<file path="config.mk">
export PLATFORM = sky130hd
export DESIGN_NAME = i2c_master_byte_sequencer_flat
export DESIGN_NICKNAME = d
export VERILOG_FILES = /design/src/hdl/i2cm_pkg.sv /design/src/hdl/i2cm_cmd_if.sv /design/src/hdl/i2cm_res_if.sv /design/src/hdl/i2c_master_byte_sequencer.sv /design/src/hdl/i2cm_in_stage.sv /design/src/hdl/i2cm_engine.sv /design/src/hdl/i2cm_out_stage.sv /design/src/flat_wrapper.sv
export VERILOG_INCLUDE_DIRS = /design/src /design/src/hdl
export SDC_FILE = /design/constraint.sdc
export NUM_CORES = 1
export LEC_CHECK = 0
export ABC_AREA = 1
export BUFFER_PORTS_ARGS = -buffer_cell sky130_fd_sc_hd__buf_4
export CORE_MARGIN = 5
export CORE_UTILIZATION = 45
export CTS_BUF_LIST = sky130_fd_sc_hd__clkbuf_8
export DETAILED_ROUTE_END_ITERATION = 10
export PLACE_DENSITY = 0.66
export SYNTH_ARGS = -nofsm -noshare
export SYNTH_HDL_FRONTEND = slang
export SYNTH_SLANG_ARGS = --single-unit
</file>
<file path="constraint.sdc">
create_clock -name clk -period 1.89 [get_ports clk]
set_clock_uncertainty 0.2 [all_clocks]
set_input_delay 0.378 -clock clk [delete_from_list [all_inputs] [get_ports clk]]
set_output_delay 0.378 -clock clk [all_outputs]
set_load 0.1 [all_outputs]
</file>
<file path="src/hdl/i2c_master_byte_sequencer_defines.svh">
// Assertion macros used by the I2C byte sequencer RTL.
`ifndef I2C_MASTER_BYTE_SEQUENCER_DEFINES_SVH
`define I2C_MASTER_BYTE_SEQUENCER_DEFINES_SVH

`ifndef ASSERT_OFF

// Clocked check, muted while reset is high.
`define I2CM_ASSERT(label, clk, rst, prop, msg) \
  label: assert property (@(posedge clk) disable iff (rst) prop) else $error(msg);

// Clocked check that also holds during reset.
`define I2CM_ASSERT_ALWAYS(label, clk, prop, msg) \
  label: assert property (@(posedge clk) prop) else $error(msg);

`else

`define I2CM_ASSERT(label, clk, rst, prop, msg)
`define I2CM_ASSERT_ALWAYS(label, clk, prop, msg)

`endif

`endif

</file>
<file path="src/hdl/i2cm_pkg.sv">
// Types and constants of the I2C master byte sequencer.
package i2cm_pkg;

  localparam logic [1:0] MODE_TICK  = 2'd0;
  localparam logic [1:0] MODE_WRITE = 2'd1;
  localparam logic [1:0] MODE_READ  = 2'd2;
  localparam logic [1:0] MODE_STOP  = 2'd3;

  localparam logic [3:0] BITS_PER_BYTE = 4'd8;

  typedef struct packed {
    logic [1:0] mode;
    logic [7:0] data_byte;
    logic       with_start;
    logic       with_stop;
    logic       send_ack;
    logic       sda_in;
  } cmd_t;

  typedef struct packed {
    logic       scl_out;
    logic       sda_out;
    logic       busy_res;
    logic       done_res;
    logic [7:0] read_byte;
    logic       ack_received;
    logic       rejected;
  } res_t;

endpackage

</file>
<file path="src/hdl/i2cm_cmd_if.sv">
// Command channel: valid/ready handshake with the per-tick command fields.
interface i2cm_cmd_if;
  logic       valid;
  logic       ready;
  logic [1:0] mode;
  logic [7:0] data_byte;
  logic       with_start;
  logic       with_stop;
  logic       send_ack;
  logic       sda_in;

  modport source (output valid, mode, data_byte, with_start, with_stop, send_ack, sda_in,
                  input ready);
  modport sink (input valid, mode, data_byte, with_start, with_stop, send_ack, sda_in,
                output ready);
endinterface

</file>
<file path="src/hdl/i2cm_res_if.sv">
// Result channel: valid/ready handshake with the bus levels and status.
interface i2cm_res_if;
  logic       valid;
  logic       ready;
  logic       scl_out;
  logic       sda_out;
  logic       busy_res;
  logic       done_res;
  logic [7:0] read_byte;
  logic       ack_received;
  logic       rejected;

  modport source (output valid, scl_out, sda_out, busy_res, done_res, read_byte,
                  ack_received, rejected, input ready);
  modport sink (input valid, scl_out, sda_out, busy_res, done_res, read_byte,
                ack_received, rejected, output ready);
endinterface

</file>
<file path="src/hdl/i2c_master_byte_sequencer.sv">
// I2C master byte sequencer top level: one command transfer in, one result transfer out.
// Each command transfer (a half-bit tick or a write, read or stop command) gives exactly
// one result transfer. A transfer can be taken every clock cycle while the result side
// accepts or the registers have room; each passes through the input register and then
// the result register, with the bus sequencer's next-state logic between them.
// Backpressure on the result side stalls the input only once both registers hold data.
module i2c_master_byte_sequencer (
  input logic      clk,
  input logic      rst,
  i2cm_cmd_if.sink   cmd,
  i2cm_res_if.source res
);
  import i2cm_pkg::*;

  cmd_t in_item;
  cmd_t stage_item;
  res_t res_next;
  res_t out_item;
  logic stage_valid;
  logic out_free;
  logic adv;

  assign in_item.mode       = cmd.mode;
  assign in_item.data_byte  = cmd.data_byte;
  assign in_item.with_start = cmd.with_start;
  assign in_item.with_stop  = cmd.with_stop;
  assign in_item.send_ack   = cmd.send_ack;
  assign in_item.sda_in     = cmd.sda_in;

  assign adv = stage_valid && out_free;

  i2cm_in_stage u_in (
    .clk         (clk),
    .rst         (rst),
    .in_valid    (cmd.valid),
    .in_ready    (cmd.ready),
    .in_item     (in_item),
    .take        (adv),
    .stage_valid (stage_valid),
    .stage_item  (stage_item)
  );

  i2cm_engine u_engine (
    .clk      (clk),
    .rst      (rst),
    .step     (adv),
    .item     (stage_item),
    .res_next (res_next)
  );

  i2cm_out_stage u_out (
    .clk       (clk),
    .rst       (rst),
    .load      (adv),
    .load_item (res_next),
    .free      (out_free),
    .out_valid (res.valid),
    .out_ready (res.ready),
    .out_item  (out_item)
  );

  assign res.scl_out      = out_item.scl_out;
  assign res.sda_out      = out_item.sda_out;
  assign res.busy_res     = out_item.busy_res;
  assign res.done_res     = out_item.done_res;
  assign res.read_byte    = out_item.read_byte;
  assign res.ack_received = out_item.ack_received;
  assign res.rejected     = out_item.rejected;

endmodule

</file>
<file path="src/hdl/i2cm_in_stage.sv">
// Input register: captures one command transfer per cycle while it is empty or being taken.
module i2cm_in_stage (
  input  logic          clk,
  input  logic          rst,
  input  logic          in_valid,
  output logic          in_ready,
  input  i2cm_pkg::cmd_t in_item,
  input  logic          take,
  output logic          stage_valid,
  output i2cm_pkg::cmd_t stage_item
);
  import i2cm_pkg::*;

  logic valid;
  cmd_t item;

  assign in_ready    = !valid || take;
  assign stage_valid = valid;
  assign stage_item  = item;

  always_ff @(posedge clk) begin
    if (rst) begin
      valid <= 1'b0;
    end else if (in_ready) begin
      valid <= in_valid;
    end
    if (in_valid && in_ready) begin
      item <= in_item;
    end
  end

endmodule

</file>
<file path="src/hdl/i2cm_engine.sv">
// Bus sequencer: state registers and the per-tick next-state and result logic.
`include "i2c_master_byte_sequencer_defines.svh"

module i2cm_engine (
  input  logic           clk,
  input  logic           rst,
  input  logic           step,
  input  i2cm_pkg::cmd_t item,
  output i2cm_pkg::res_t res_next
);
  import i2cm_pkg::*;

  typedef enum logic [2:0] {
    PH_IDLE  = 3'd0,
    PH_START = 3'd1,
    PH_BITS  = 3'd2,
    PH_ACK   = 3'd3,
    PH_STOP  = 3'd4
  } phase_t;

  phase_t     phase, phase_next;
  logic [1:0] tick, tick_next;
  logic [3:0] bit_count, bit_count_next;
  logic [3:0] bit_count_inc;
  logic [7:0] shift_reg, shift_reg_next;
  logic       op_is_read, op_is_read_next;
  logic       stop_pending, stop_pending_next;
  logic       ack_bit_value, ack_bit_value_next;
  logic       scl_level, scl_level_next;
  logic       sda_level, sda_level_next;
  logic       last_ack, last_ack_next;
  logic [7:0] rx_latch, rx_latch_next;
  logic       scl_o, sda_o, done, rej;

  assign bit_count_inc = bit_count + 4'd1;

  always_comb begin
    phase_next         = phase;
    tick_next          = tick;
    bit_count_next     = bit_count;
    shift_reg_next     = shift_reg;
    op_is_read_next    = op_is_read;
    stop_pending_next  = stop_pending;
    ack_bit_value_next = ack_bit_value;
    scl_level_next     = scl_level;
    sda_level_next     = sda_level;
    last_ack_next      = last_ack;
    rx_latch_next      = rx_latch;
    scl_o              = scl_level;
    sda_o              = sda_level;
    done               = 1'b0;
    rej                = 1'b0;

    if (item.mode != MODE_TICK) begin
      if (phase != PH_IDLE) begin
        rej = 1'b1;
      end else begin
        tick_next         = 2'd0;
        bit_count_next    = 4'd0;
        stop_pending_next = item.with_stop;
        case (item.mode)
          MODE_WRITE: begin
            op_is_read_next    = 1'b0;
            shift_reg_next     = item.data_byte;
            ack_bit_value_next = 1'b1;
            phase_next         = item.with_start ? PH_START : PH_BITS;
          end
          MODE_READ: begin
            op_is_read_next    = 1'b1;
            shift_reg_next     = 8'd0;
            ack_bit_value_next = !item.send_ack;
            phase_next         = PH_BITS;
          end
          default: begin
            op_is_read_next = 1'b0;
            phase_next      = PH_STOP;
          end
        endcase
      end
    end else begin
      unique case (phase)
        PH_START: begin
          scl_o = (tick != 2'd2);
          sda_o = (tick == 2'd0);
          scl_level_next = scl_o;
          sda_level_next = sda_o;
          if (tick >= 2'd2) begin
            phase_next     = PH_BITS;
            tick_next      = 2'd0;
            bit_count_next = 4'd0;
          end else begin
            tick_next = tick + 2'd1;
          end
        end
        PH_BITS: begin
          sda_o = op_is_read ? 1'b1 : shift_reg[7];
          scl_o = (tick != 2'd0);
          sda_level_next = sda_o;
          scl_level_next = 1'b0;
          if (tick == 2'd0) begin
            tick_next = 2'd1;
          end else begin
            tick_next      = 2'd0;
            shift_reg_next = {shift_reg[6:0], op_is_read & item.sda_in};
            bit_count_next = bit_count_inc;
            if (bit_count_inc >= BITS_PER_BYTE) begin
              if (op_is_read) begin
                rx_latch_next = shift_reg_next;
              end
              phase_next     = PH_ACK;
              bit_count_next = 4'd0;
            end
          end
        end
        PH_ACK: begin
          sda_o = op_is_read ? ack_bit_value : 1'b1;
          scl_o = (tick != 2'd0);
          sda_level_next = sda_o;
          scl_level_next = 1'b0;
          if (tick == 2'd0) begin
            tick_next = 2'd1;
          end else begin
            tick_next = 2'd0;
            if (!op_is_read) begin
              last_ack_next = !item.sda_in;
            end
            if (stop_pending) begin
              phase_next = PH_STOP;
            end else begin
              phase_next = PH_IDLE;
              done       = 1'b1;
            end
          end
        end
        PH_STOP: begin
          scl_o = (tick == 2'd0) ? scl_level : 1'b1;
          sda_o = (tick >= 2'd2);
          scl_level_next = scl_o;
          sda_level_next = sda_o;
          if (tick >= 2'd2) begin
            phase_next        = PH_IDLE;
            tick_next         = 2'd0;
            stop_pending_next = 1'b0;
            done              = 1'b1;
          end else begin
            tick_next = tick + 2'd1;
          end
        end
        default: begin
        end
      endcase
    end

    res_next.scl_out      = scl_o;
    res_next.sda_out      = sda_o;
    res_next.busy_res     = (phase_next != PH_IDLE);
    res_next.done_res     = done;
    res_next.read_byte    = rx_latch_next;
    res_next.ack_received = last_ack_next;
    res_next.rejected     = rej;
  end

  always_ff @(posedge clk) begin
    if (rst) begin
      phase         <= PH_IDLE;
      tick          <= 2'd0;
      bit_count     <= 4'd0;
      shift_reg     <= 8'd0;
      op_is_read    <= 1'b0;
      stop_pending  <= 1'b0;
      ack_bit_value <= 1'b1;
      scl_level     <= 1'b1;
      sda_level     <= 1'b1;
      last_ack      <= 1'b0;
      rx_latch      <= 8'd0;
    end else if (step) begin
      phase         <= phase_next;
      tick          <= tick_next;
      bit_count     <= bit_count_next;
      shift_reg     <= shift_reg_next;
      op_is_read    <= op_is_read_next;
      stop_pending  <= stop_pending_next;
      ack_bit_value <= ack_bit_value_next;
      scl_level     <= scl_level_next;
      sda_level     <= sda_level_next;
      last_ack      <= last_ack_next;
      rx_latch      <= rx_latch_next;
    end
  end

  `I2CM_ASSERT(a_reject_only_busy, clk, rst, (step && rej) |-> (phase != PH_IDLE), "reject while idle")
  `I2CM_ASSERT(a_done_to_idle, clk, rst, (step && done) |=> (phase == PH_IDLE), "done without idle")
  `I2CM_ASSERT(a_tick_range, clk, rst, tick != 2'd3, "tick out of range")
  `I2CM_ASSERT(a_bit_count_range, clk, rst, bit_count < BITS_PER_BYTE, "bit count overrun")

endmodule

</file>
<file path="src/hdl/i2cm_out_stage.sv">
// Result register: holds one result until the sink takes it.
module i2cm_out_stage (
  input  logic           clk,
  input  logic           rst,
  input  logic           load,
  input  i2cm_pkg::res_t load_item,
  output logic           free,
  output logic           out_valid,
  input  logic           out_ready,
  output i2cm_pkg::res_t out_item
);
  import i2cm_pkg::*;

  logic valid;
  res_t item;

  assign free      = !valid || out_ready;
  assign out_valid = valid;
  assign out_item  = item;

  always_ff @(posedge clk) begin
    if (rst) begin
      valid <= 1'b0;
    end else if (free) begin
      valid <= load;
    end
    if (load) begin
      item <= load_item;
    end
  end

endmodule

</file>
<file path="src/flat_wrapper.sv">
// flat-port wrapper written by rule: the top's interface ports become plain ports
module i2c_master_byte_sequencer_flat import i2cm_pkg::*;
  (clk, rst, cmd_valid, cmd_mode, cmd_data_byte, cmd_with_start, cmd_with_stop, cmd_send_ack, cmd_sda_in, cmd_ready, res_valid, res_scl_out, res_sda_out, res_busy_res, res_done_res, res_read_byte, res_ack_received, res_rejected, res_ready);
  i2cm_cmd_if cmd_i ();
  i2cm_res_if res_i ();
  input logic clk;
  input logic rst;
  input wire logic [$bits(cmd_i.valid)-1:0] cmd_valid;
  input wire logic [$bits(cmd_i.mode)-1:0] cmd_mode;
  input wire logic [$bits(cmd_i.data_byte)-1:0] cmd_data_byte;
  input wire logic [$bits(cmd_i.with_start)-1:0] cmd_with_start;
  input wire logic [$bits(cmd_i.with_stop)-1:0] cmd_with_stop;
  input wire logic [$bits(cmd_i.send_ack)-1:0] cmd_send_ack;
  input wire logic [$bits(cmd_i.sda_in)-1:0] cmd_sda_in;
  output wire logic [$bits(cmd_i.ready)-1:0] cmd_ready;
  output wire logic [$bits(res_i.valid)-1:0] res_valid;
  output wire logic [$bits(res_i.scl_out)-1:0] res_scl_out;
  output wire logic [$bits(res_i.sda_out)-1:0] res_sda_out;
  output wire logic [$bits(res_i.busy_res)-1:0] res_busy_res;
  output wire logic [$bits(res_i.done_res)-1:0] res_done_res;
  output wire logic [$bits(res_i.read_byte)-1:0] res_read_byte;
  output wire logic [$bits(res_i.ack_received)-1:0] res_ack_received;
  output wire logic [$bits(res_i.rejected)-1:0] res_rejected;
  input wire logic [$bits(res_i.ready)-1:0] res_ready;
  assign cmd_i.valid = cmd_valid;
  assign cmd_i.mode = cmd_mode;
  assign cmd_i.data_byte = cmd_data_byte;
  assign cmd_i.with_start = cmd_with_start;
  assign cmd_i.with_stop = cmd_with_stop;
  assign cmd_i.send_ack = cmd_send_ack;
  assign cmd_i.sda_in = cmd_sda_in;
  assign cmd_ready = cmd_i.ready;
  assign res_valid = res_i.valid;
  assign res_scl_out = res_i.scl_out;
  assign res_sda_out = res_i.sda_out;
  assign res_busy_res = res_i.busy_res;
  assign res_done_res = res_i.done_res;
  assign res_read_byte = res_i.read_byte;
  assign res_ack_received = res_i.ack_received;
  assign res_rejected = res_i.rejected;
  assign res_i.ready = res_ready;
  i2c_master_byte_sequencer u_core (.clk(clk), .rst(rst), .cmd(cmd_i), .res(res_i));
endmodule
</file>
==> results_dict.tcl, run 1 <==
set metrics [dict create \
    yosysTopAreaCellShare 0.280 \
    hpwlAfterDp_mm 4.81 \
    slew_violations 0 \
    crit_top_cell "nor2_1" \
    cts_buffers 9 \
    gr-total-overflow 0 \
    fp.dieW_um 91.7 \
    synth_fa_ha_area_frac 0.0208 \
    drv_cap 0 \
    setup_ws_ns -0.00465 \
    synth-xor-area-share 0.00292 \
    layout.nets 464 \
    fin_crit_sh 1.00 \
    hold_viol 0 \
    synth_top_family_by_area "simple AND/OR/NAND/NOR gates" \
    end_kind "flip-flop" \
    grt_pass1_vias 2519 \
    period_needed_ns 1.89 \
    critical_path_peak_fanout 2 \
    violations "negative setup slack" \
    postSynthAreaPerCell_um2 8.09 \
    place_congestion 0.946 \
    cts_root_buf "clkbuf_8" \
    grt_pass1_wl_mm 11.5 \
    synth.ff_latch_count 61 \
    synth-simple-area-share 0.326 \
    synth-compound-area-share 0.0788 \
    async_flop_share 0 \
    dr.pass1.iters 4 \
    synth.most_common_cell "nand2_1" \
    hold_slack_ns 0.0150 \
    rsz0062_at_grt "true" \
    p_leak_nw 1.77 \
    dr.first_iter.drc_count 221 \
    cts_sinks 61 \
    cts_tree "built" \
    clk_latency_ns 0.34 \
    synth_edf_count 28 \
    status "finished with violations" \
    via_per_inst 5.03 \
    yosys_warnings 0 \
    yosysTopAreaCell "edfxtp_1" \
    io_buffers 33 \
    critPathKind "reg2reg" \
    syn_to_final_growth_pct 28.8 \
    synth_seq_area_share 0.500 \
    synth.area.mux_share 0.00333 \
    start_util 0.468 \
    worst_setup_path_start_kind "flip-flop" \
    setup_viol 1 \
    max_stage_delay_ns 0.42 \
    htree_levels 3 \
    rows 29 \
    critPathBufInv 2 \
    relSlewSlack 0.655 \
    cts_buffer_depth 2 \
    synth.area.top_cells "edfxtp_1, dfxtp_1, nand2_1" \
    r2r_slack_ns -0.005 \
    arrival_ns 1.77 \
    timing.fmax_ghz 0.528 \
    worst_pin_slew_ns 0.517 \
    wl_per_cell_um 12.8 \
    drc_errors 0 \
    synth_ff_type "dfxtp_1" \
    synthesis.instances 371 \
    powerDensity_mw_per_mm2 876 \
    die_y_um 91.7 \
    synth_nets 394 \
    crit_path_top_delay_cell "edfxtp_1" \
    ys_types 33 \
    num_vias 2630 \
    vdd_ir_drop_max_mv 0.560 \
    path_clk_slew_ns 0.07 \
    routed_wl_mm 6.70 \
    antenna_left 0 \
    cp_top_family "flip-flops" \
    dieArea_mm2 0.00841 \
    drive_above_1_share 0.231 \
    hold_class "in2reg" \
    post-route-util 0.602 \
    grt_use_total 0.171 \
    synthTopCellsByCount "nand2_1, nor2_1, inv_1" \
    fp.coreArea_mm2 0.00642 \
    synth_area_mm2 0.00300 \
    grt_start_max_net_pins 28 \
    crit_chain "buf_4 > ha_1 > inv_1 > nor2_1 > o211ai_1 > nand2_1 > nor2_1 > nand3_1" \
    antenna-diode-count 0 \
    worst_ep_required_time_ns 1.77 \
    io_pins 34 \
    antenna_found_initial 0 \
]
## layer usage
layer / global-route usage / vias up / share of wire
li1: - / 1372 / -
met1: 0.235 / 1175 / 0.46
met2: 0.259 / 72 / 0.46
met3: 0.0360 / 11 / 0.063
met4: 0.0780 / 0 / 0.016
met5: 0 / - / 0
## path summary, 6_finish.rpt
kind / depth (start not counted) / end / startpoint
max reg2reg: 8 / u_core.u_out.out_item[11] / u_core.u_in.stage_item[12]
max: 8 / u_core.u_out.out_item[11] / u_core.u_in.stage_item[12]
min reg2reg: 2 / u_core.u_engine.ack_bit_value / u_core.u_engine.ack_bit_value
min: 1 / u_core.u_in.stage_item[13] / cmd_mode[1]
## what timing repair did
| item | in CTS | in global routing |
|---|---|---|
| gates resized for setup | 1 | 9 |
| hold endpoints to repair | 13 | 0 |
| hold buffers | 13 | 0 |
| endpoints found under the setup margin | 3 | 36 |
| buffers inserted | 0 | 0 |
| pin swaps | 0 | 2 |
## per-stage QoR
stage               setup slack [ns]  instances  total power, mW  cell area (um^2)  setup TNS [ns]
detailed placement            0.0330        494             2.09              3490               0
global placement              0.0665        494             2.08              3490               0
floorplan                     0.0701        371             1.92              3020               0
CTS                          0.00916        523             3.41              3840               0
global route                -0.00222        523             3.55              3870        -0.00222
finish                      -0.00465        523             3.39              3870        -0.00465
## cell families after synthesis
group	count (synthesis)
buf+inv	52
simple gates	210
fa+ha+maj	5
mux	1
compound gates	41
flops	61
xor+xnor	1
## layout make-up
| cell class | count | area [um^2] |
|---|---|---|
| inverter | 43 | 163 |
| clock buffer | 9 | 124 |
| multi-input combinational | 258 | 1330 |
| timing repair buffer | 68 | 547 |
| fill | 568 | 2560 |
| clock inverter | 7 | 97.6 |
| tap | 77 | 96.3 |
| sequential | 61 | 1510 |
## report_power, final
part	switching, mW	leakage, nW	internal (mW)
combinational	0.379	1.13	0.199
sequential	0.0516	0.538	1.46
clock	0.546	0.106	0.748
## cells in the final DEF (no fill, tap or decap), drive strengths merged
master and count:
nand2 92, nor2 65, buf 55, inv 44
nand3 34, dfxtp 33, edfxtp 28, a21oi 16
nand4 14, o21ai 14, dlygate4sd3 13, clkbuf 9
a22oi 8, ha 5, nor3 4, clkinv 2
o211ai 2, bufinv 2, clkinvlp 2, and2 1
mux2i 1, o31ai 1, xor2 1
Note: power is estimated with default switching activity, not from simulation.
==> run 2, diff against run 1 <==
--- a/config.mk
+++ b/config.mk
@@ -13,6 +13,7 @@
 export CTS_BUF_LIST = sky130_fd_sc_hd__clkbuf_8
 export DETAILED_ROUTE_END_ITERATION = 10
 export PLACE_DENSITY = 0.66
+export REMOVE_ABC_BUFFERS = 1
 export SYNTH_ARGS = -nofsm -noshare
 export SYNTH_HDL_FRONTEND = slang
 export SYNTH_SLANG_ARGS = --single-unit
==> run 2 against run 1 <==
The run now ends clean. Sequential share of layout area is 0.34 points higher. Clock power is 10% lower. Via count is 0.34% higher. Total power is 4.2% lower. Global-route usage is 0.62 points lower. Register-to-register slack better by 0.10 ns. Combinational power is 0.9% lower. Cell area is 1.1% lower. Count of clock-buffer cells in the layout stayed put. Critical path depth stayed put. First-iteration DRC count is 40% lower. Largest cell class unchanged.
==> results_dict.tcl, run 2 (synthesis gave the netlist of run 1 again) <==
set metrics [dict create \
    fin_crit_sh 0.948 \
    min_from "cmd_send_ack" \
    antenna_found_initial 0 \
    hold_viol 0 \
    dr.first_iter.drc_count 133 \
    setup_viol 0 \
    htree_levels 3 \
    final_cell_mix "nand2_1, nor2_1, buf_4" \
    antenna-diode-count 0 \
    status "completed" \
    internal_power_mw 2.27 \
    period_needed_ns 1.79 \
    start_util 0.468 \
    crit_chain "inv_2 > ha_4 > buf_6 > nand2_1 > clkinv_1 > buf_4 > nand4_1 > nand2_1" \
    critical_path_peak_fanout 10 \
    comb_power_share 0.177 \
    hpwlAfterDp_mm 4.83 \
    cts_root_buf "clkbuf_8" \
    crit_path_start "u_core.u_in.stage_item[12]" \
    critPathBufInv 4 \
    grt_use_total 0.164 \
    grt_pass1_vias 2346 \
    crit_top_cell "nand2_1" \
    arrival_ns 1.68 \
    place_congestion 0.890 \
    slew_violations 0 \
    io_pins 34 \
    worst_setup_path_start_kind "flip-flop" \
    path_clk_slew_ns 0.07 \
    antenna_left 0 \
    num_vias 2639 \
    routed_wl_mm 6.73 \
    fp.dieW_um 91.7 \
    seqPwrFrac 0.467 \
    layout.nets 464 \
    relSlewSlack 0.740 \
    drive_above_1_share 0.229 \
    max_stage_delay_ns 0.37 \
    cts_buffer_depth 2 \
    hold_slack_ns 0.0143 \
    r2r_start "u_core.u_in.stage_item[12]" \
    syn_to_final_growth_pct 27.3 \
    dieArea_mm2 0.00841 \
    switchingPower_uw 970 \
    hold_class "in2reg" \
    cts_buffers 9 \
    via_per_inst 5.05 \
    timing.fmax_ghz 0.558 \
    gr-total-overflow 0 \
    cts_sinks 61 \
    p_leak_nw 1.75 \
    final_common_cell "nand2_1" \
    cp_top_family "buffers and inverters" \
    die_y_um 91.7 \
    switching_share 0.299 \
    vdd_ir_drop_max_mv 0.695 \
    wl_per_cell_um 12.9 \
    crit_path_top_delay_cell "edfxtp_1" \
    fin_cells 523 \
    io_buffers 33 \
    drc_errors 0 \
    worst_pin_slew_ns 0.389 \
    grt_pass1_wl_mm 11.0 \
    dr.pass1.iters 5 \
    dpl.cell_count 494 \
    clk_latency_ns 0.34 \
    worst_ep_required_time_ns 1.78 \
    fp.coreArea_mm2 0.00642 \
    finalSetupTns_ns 0 \
    rows 29 \
    powerDensity_mw_per_mm2 848 \
    grt_start_max_net_pins 28 \
    pwr-share-clk 0.356 \
    drv_cap 0 \
    end_kind "flip-flop" \
    critPathKind "reg2reg" \
    cts_tree "built" \
]
## run 2: metrics by stage
stage / power (mW) / instance area [um^2] / util / setup slack, ns
4_1_cts: 3.25 / 3700 / 0.576 / 0.0324
3_5_place_dp: 2.08 / 3470 / 0.540 / -0.00851
2_1_floorplan: 1.91 / 2960 / - / -1.14
5_1_grt: 3.39 / 3820 / 0.595 / -0.00114
3_3_place_gp: 2.07 / 3470 / 0.540 / 0.0703
6_report: 3.24 / 3820 / 0.595 / 0.0991
## run 2: power groups by stage
| stage | logic (mW) | clock network, mW | registers [mW] |
|---|---|---|---|
| 2_1_floorplan | 0.258 | 0 | 1.65 |
| 3_3_place_gp | 0.533 | 0 | 1.54 |
| 3_5_place_dp | 0.539 | 0 | 1.54 |
| 4_1_cts | 0.548 | 1.19 | 1.51 |
| 5_1_grt | 0.630 | 1.24 | 1.52 |
| 6_report | 0.573 | 1.16 | 1.51 |
## run 2: worst paths after layout
| kind | end | slack (ns) | cells past startpoint |
|---|---|---|---|
| setup / recovery | u_core.u_out.out_item[3] | 0.1 | 8 |
| hold / removal | u_core.u_in.stage_item[1] | 0.01 | 1 |
| setup reg to reg | u_core.u_out.out_item[3] | 0.1 | 8 |
| hold reg to reg | u_core.u_engine.shift_reg[7] | 0.29 | 2 |
## run 2: timing repair
item / 4_1_cts / 5_1_grt
endpoints found under the hold margin: 3 / 9
buffers inserted: 0 / 1
resized for setup: 1 / 9
endpoints found under the setup margin: 20 / 30
pin swaps: 0 / 1
hold buffers: 3 / 9
## run 2: worst reg2reg max path: cells and delay by family, from the launching register on
kind,cells,cell delay (ns)
adders and majority gates,1,0.18
buffers and inverters,4,0.52
DFF,1,0.37
and+or+nand+nor,3,0.27
## run 2: area by class of cell
type	count	area [um^2]
Fill cell	564	2600
Sequential cell	61	1500
Multi-Input combinational cell	258	1320
Timing Repair Buffer	68	544
Inverter	43	161
Clock buffer	9	124
Tap cell	77	96.3
Clock inverter	7	75.1
## run 2: routing by layer
layer,GRT usage,vias to the layer above,part of all wire
met3,0.0385,8,0.060
met2,0.247,74,0.45
met4,0.0743,0,0.013
met1,0.227,1186,0.48
li1,-,1371,-
met5,0,-,0
